**src/rtl/projected_cost_min_path_dp_top_defines.svh**
```systemverilog
// ----------------------------------------------------------------------------
// Assertion macros for the projected cost minimum path block
// Concurrent assertion wrappers that compile to nothing when SYNTH is defined.
// ----------------------------------------------------------------------------
`ifndef PROJECTED_COST_MIN_PATH_DP_TOP_DEFINES_SVH
`define PROJECTED_COST_MIN_PATH_DP_TOP_DEFINES_SVH

`ifndef SYNTH
`define PCMP_ASSERT(lbl, clk, rst_n, prop, msg) \
    lbl: assert property (@(posedge clk) disable iff (!rst_n) prop) else $error(msg);
`define PCMP_ASSERT_NEXT(lbl, clk, rst_n, ante, cons, msg) \
    lbl: assert property (@(posedge clk) disable iff (!rst_n) (ante) |=> (cons)) else $error(msg);
`else
`define PCMP_ASSERT(lbl, clk, rst_n, prop, msg)
`define PCMP_ASSERT_NEXT(lbl, clk, rst_n, ante, cons, msg)
`endif

`endif

```
**src/rtl/pcmp_pkg.sv**
```systemverilog
// ----------------------------------------------------------------------------
// pcmp_pkg
// Shared types and codes for the projected cost minimum path block.
// ----------------------------------------------------------------------------
`timescale 1ns / 1ps

package pcmp_pkg;

    localparam int CFG_IDX_W  = 2;
    localparam int CFG_DATA_W = 11;

    localparam logic [CFG_IDX_W-1:0] CFG_ACROSS = 2'd0;
    localparam logic [CFG_IDX_W-1:0] CFG_ROWS   = 2'd1;
    localparam logic [CFG_IDX_W-1:0] CFG_FRAMES = 2'd2;
    localparam logic [CFG_IDX_W-1:0] CFG_FLEX   = 2'd3;

    typedef enum logic [1:0] {
        ST_ACC,
        ST_SCAN,
        ST_DRAIN,
        ST_FIN
    } t_state;

    typedef struct packed {
        logic accept;
        logic start;
        logic scan_rd;
        logic finish;
    } t_cmd;

    typedef struct packed {
        logic cell_last;
        logic row0;
        logic scan_end;
        logic out_free;
    } t_sts;

endpackage

```
**src/rtl/pcmp_ctrl.sv**
```systemverilog
// ----------------------------------------------------------------------------
// pcmp_ctrl
// Sequencer for sample accumulation, window scan and result hand-off.
// ----------------------------------------------------------------------------
`timescale 1ns / 1ps
`include "projected_cost_min_path_dp_top_defines.svh"

module pcmp_ctrl (
    input  logic            i_clk,
    input  logic            i_rst_n,
    input  logic            i_in_valid,
    output logic            o_in_ready,
    input  pcmp_pkg::t_sts  i_sts,
    output pcmp_pkg::t_cmd  o_cmd
);

    pcmp_pkg::t_state r_state;
    pcmp_pkg::t_state n_state;

    always_ff @(posedge i_clk) begin
        if (!i_rst_n) begin
            r_state <= pcmp_pkg::ST_ACC;
        end else begin
            r_state <= n_state;
        end
    end

    always_comb begin
        n_state       = r_state;
        o_in_ready    = 1'b0;
        o_cmd.accept  = 1'b0;
        o_cmd.start   = 1'b0;
        o_cmd.scan_rd = 1'b0;
        o_cmd.finish  = 1'b0;
        case (r_state)
            pcmp_pkg::ST_ACC: begin
                o_in_ready   = 1'b1;
                o_cmd.accept = i_in_valid;
                o_cmd.start  = i_in_valid && i_sts.cell_last;
                if (o_cmd.start) begin
                    n_state = i_sts.row0 ? pcmp_pkg::ST_FIN : pcmp_pkg::ST_SCAN;
                end
            end
            pcmp_pkg::ST_SCAN: begin
                o_cmd.scan_rd = 1'b1;
                if (i_sts.scan_end) begin
                    n_state = pcmp_pkg::ST_DRAIN;
                end
            end
            pcmp_pkg::ST_DRAIN: begin
                n_state = pcmp_pkg::ST_FIN;
            end
            pcmp_pkg::ST_FIN: begin
                o_cmd.finish = i_sts.out_free;
                if (i_sts.out_free) begin
                    n_state = pcmp_pkg::ST_ACC;
                end
            end
            default: begin
                n_state = pcmp_pkg::ST_ACC;
            end
        endcase
    end

    `PCMP_ASSERT_NEXT(a_row0_skips_scan, i_clk, i_rst_n, (r_state == pcmp_pkg::ST_ACC) && o_cmd.start && i_sts.row0, r_state == pcmp_pkg::ST_FIN, "row 0 cell entered the window scan")
    `PCMP_ASSERT_NEXT(a_fin_returns, i_clk, i_rst_n, (r_state == pcmp_pkg::ST_FIN) && i_sts.out_free, r_state == pcmp_pkg::ST_ACC, "finish did not return to accumulation")

endmodule

```
**config.mk**
```make
export PLATFORM = sky130hd
export DESIGN_NAME = pcmp_ctrl
export DESIGN_NICKNAME = d
export VERILOG_FILES = /design/src/rtl/pcmp_pkg.sv /design/src/rtl/pcmp_ctrl.sv
export VERILOG_INCLUDE_DIRS = /design/src /design/src/rtl
export SDC_FILE = /design/constraint.sdc
export NUM_CORES = 1
export LEC_CHECK = 0
export BUFFER_PORTS_ARGS = -buffer_cell sky130_fd_sc_hd__buf_2
export CELL_PAD_IN_SITES_DETAIL_PLACEMENT = 1
export CELL_PAD_IN_SITES_GLOBAL_PLACEMENT = 1
export CORE_AREA = 2 2 39 41
export CTS_CLUSTER_DIAMETER = 200
export CTS_CLUSTER_SIZE = 10
export DETAILED_ROUTE_END_ITERATION = 7
export DIE_AREA = 0 0 41 43
export PLACE_DENSITY_LB_ADDON = 0.1
export SETUP_SLACK_MARGIN = 0.3
export SYNTH_ARGS = -nofsm -noshare
export SYNTH_HDL_FRONTEND = slang
export SYNTH_SLANG_ARGS = --single-unit
```
**constraint.sdc**
```tcl
create_clock -name i_clk -period 3.2 [get_ports i_clk]
set_input_delay 0.64 -clock i_clk [delete_from_list [all_inputs] [get_ports i_clk]]
set_output_delay 0.64 -clock i_clk [all_outputs]
set_load 0.05 [all_outputs]
```
==> flow_summary.json <==
{
  "status": "complete, no violations",
  "cts_inserted_buffers": 3,
  "synth.net_count": 35,
  "clockRootBuffer": "clkbuf_4",
  "place_inst": 50,
  "synth_fa_ha_area_frac": 0.316,
  "antenna_cells": 0,
  "worstSetupPathType": "reg2out",
  "post_cts_resized": 0,
  "fp.dieW_um": 41,
  "reg2reg_depth": 4,
  "antenna_found_initial": 0,
  "r2r_setup_slack_ps": 1670,
  "remaining_drc_errors": 0,
  "grt_busiest_layer": "met2",
  "row_count": 14,
  "r2r_start": "r_state[1]",
  "tns_ps": 0,
  "yosys-mux-area-fraction": 0.158,
  "worst_r2r_endpoint": "r_state[0]",
  "hold_ws_ps": 505,
  "die_area_um2": 1760,
  "met1_usage": 0.0603,
  "fillers": 175,
  "use_met2": 0.0938,
  "routed-via-count": 219,
  "synth_compound_area_frac": 0.0759,
  "post-place-ws_ps": 1440,
  "min_period_over_period": 0.613,
  "synthCells": 23,
  "grt_max_degree": 5,
  "grt_pass1_vias": 189,
  "min_to": "r_state[0]",
  "viasPerCell": 4.13,
  "hp-start": "r_state[0]",
  "ys_types": 10,
  "drt-pass1-iter-count": 4,
  "first_iter_violations": 2,
  "drv_cap": 0,
  "path_clk_slew_ps": 30,
  "avgRoutedWirePerCell_um": 9.94,
  "regMostFlops": "r_state",
  "avgSynthCellArea_um2": 8.60,
  "largest_register_ffs": 2,
  "clk_latency_ps": 230,
  "rsz0062_at_grt": "no",
  "slew_viol_final": 0,
  "fin_ws_ps": 1240,
  "worstMarginPinSlew_ps": 549,
  "slowest_delay_ps": 380,
  "hold_depth": 2,
  "path_delay_family": "flip-flops",
  "pwr_density_cell_nw_per_um2": 1030,
  "p_leak_nw": 0.168,
  "reg_top3": "r_state: 2 flops",
  "crit_fanout": 4,
  "grt.overflow.total": 0,
  "end_kind": "output pin",
  "num-nets-final": 51,
  "multi_input_area_um2": 143,
  "fin_cells": 53,
  "ios": 12,
  "port_buffers": 11,
  "slowest_stage": "dfxtp_1",
  "clock.fmax_mhz": 510,
  "slew-limit-headroom": 0.634,
  "hold_violations": 0,
  "hold_path.class": "reg2reg",
  "cp_num_buf_inv": 2,
  "syn_area_um2": 198,
  "ir_drop_mv": 0.224,
  "synth_top_family_by_area": "adder cells",
  "place_congestion": 0.679,
  "cts_setup_buffers": 0,
  "gr-usage-all-layers": 0.0700,
  "grt_util_met3": 0.0471,
  "setup_viol": 0,
  "layout-drive-gt1-share": 0.405,
  "synth_warnings": 0,
  "wl_um": 527,
  "cts_tree": "done",
  "syn_to_final_growth_pct": 49.4,
  "coreArea_um2": 1380,
  "place_hpwl_um": 439,
  "start_kind": "register",
  "finalPower_w": 0.000305,
  "ys_ff_latch": 2,
  "cts_sinks": 2,
  "synthSimpleGateAreaFrac": 0.171,
  "ctsLongestPathBuffers": 2,
  "worst_ep_arrival_time_ps": 1320,
  "grt_pass1_wl_um": 731,
  "cp.required_ps": 2560,
  "skew_ps": 2.81,
  "start_util": 0.143,
  "seq_area_um2": 40.0,
  "worstPathCellList": "inv_1 -> ha_1 -> and3_1 -> buf_2",
  "antenna_left": 0,
  "holdBufCountCts": 0,
  "fin_crit_ps": 1960,
  "crit_cells": 4,
  "synthXorXnorAreaFrac": 0,
  "yosysSeqAreaShare": 0.203,
  "fp.dieH_um": 43,
  "h-tree-depth": 1
}
-- routing by layer --
metal,vias to the layer above,wire [um]
met1,98,190
met4,0,18
li1,104,-
met3,4,68
met2,13,249
met5,-,0
-- cells in the mapped netlist --
cell | instances | area (um2)
nand2_1 | 4 | 15.0
and3_1 | 1 | 6.26
mux2_2 | 1 | 11.3
ha_1 | 5 | 62.6
mux2i_1 | 2 | 20.0
dfxtp_1 | 2 | 40.0
a222oi_1 | 1 | 10.0
and2_1 | 2 | 12.5
inv_1 | 4 | 15.0
o21ai_0 | 1 | 5.00
-- logic make-up after synthesis --
kind of cell               Yosys count
DFF                                  2
AOI/OAI and AO/OA                    2
buffers and inverters                4
muxes                                3
and+or+nand+nor                      7
adders and majority gates            5
-- worst max-delay path by stage --
stage                     startpoint  endpoint
after global placement    i_in_valid  o_cmd[2]
after global routing      r_state[1]  o_cmd[2]
after floorplan           r_state[0]  o_cmd[2]
final                     r_state[1]  o_cmd[2]
after CTS                 r_state[0]  o_cmd[2]
after detailed placement  i_in_valid  o_cmd[2]
-- worst reg2reg max path, cell delays in order (launching register included) --
cell	delay, ps
dfxtp_1	380
inv_1	100
ha_1	210
a222oi_1	530
mux2i_1	240
-- stage by stage --
step | area [um2] | util
finish | 295 | 0.213
detailed placement | 273 | 0.197
global route | 295 | 0.213
floorplan | 198 | -
CTS | 295 | 0.213
global placement | 273 | 0.197
-- power breakdown --
part,internal [W],switching (W)
Sequential,0.0000364,0.0000121
Combinational,0.0000640,0.000136
Clock,0.0000414,0.0000149
-- area by class of cell --
cell class | count | share of cell area
timing repair buffer | 11 | 0.186
tap | 16 | 0.0678
clock buffer | 3 | 0.0763
multi-input combinational | 17 | 0.483
sequential | 2 | 0.136
inverter | 4 | 0.0508
-- cells in the final DEF (no fill, tap or decap), drive strengths merged --
| cell | instances |
|---|---|
| and2 | 2 |
| dfxtp | 2 |
| o21ai | 1 |
| a222oi | 1 |
| mux2 | 1 |
| nand2 | 4 |
| ha | 5 |
| buf | 11 |
| and3 | 1 |
| mux2i | 2 |
| inv | 4 |
| clkbuf | 3 |
No activity file was read; power rests on OpenSTA's default activity.
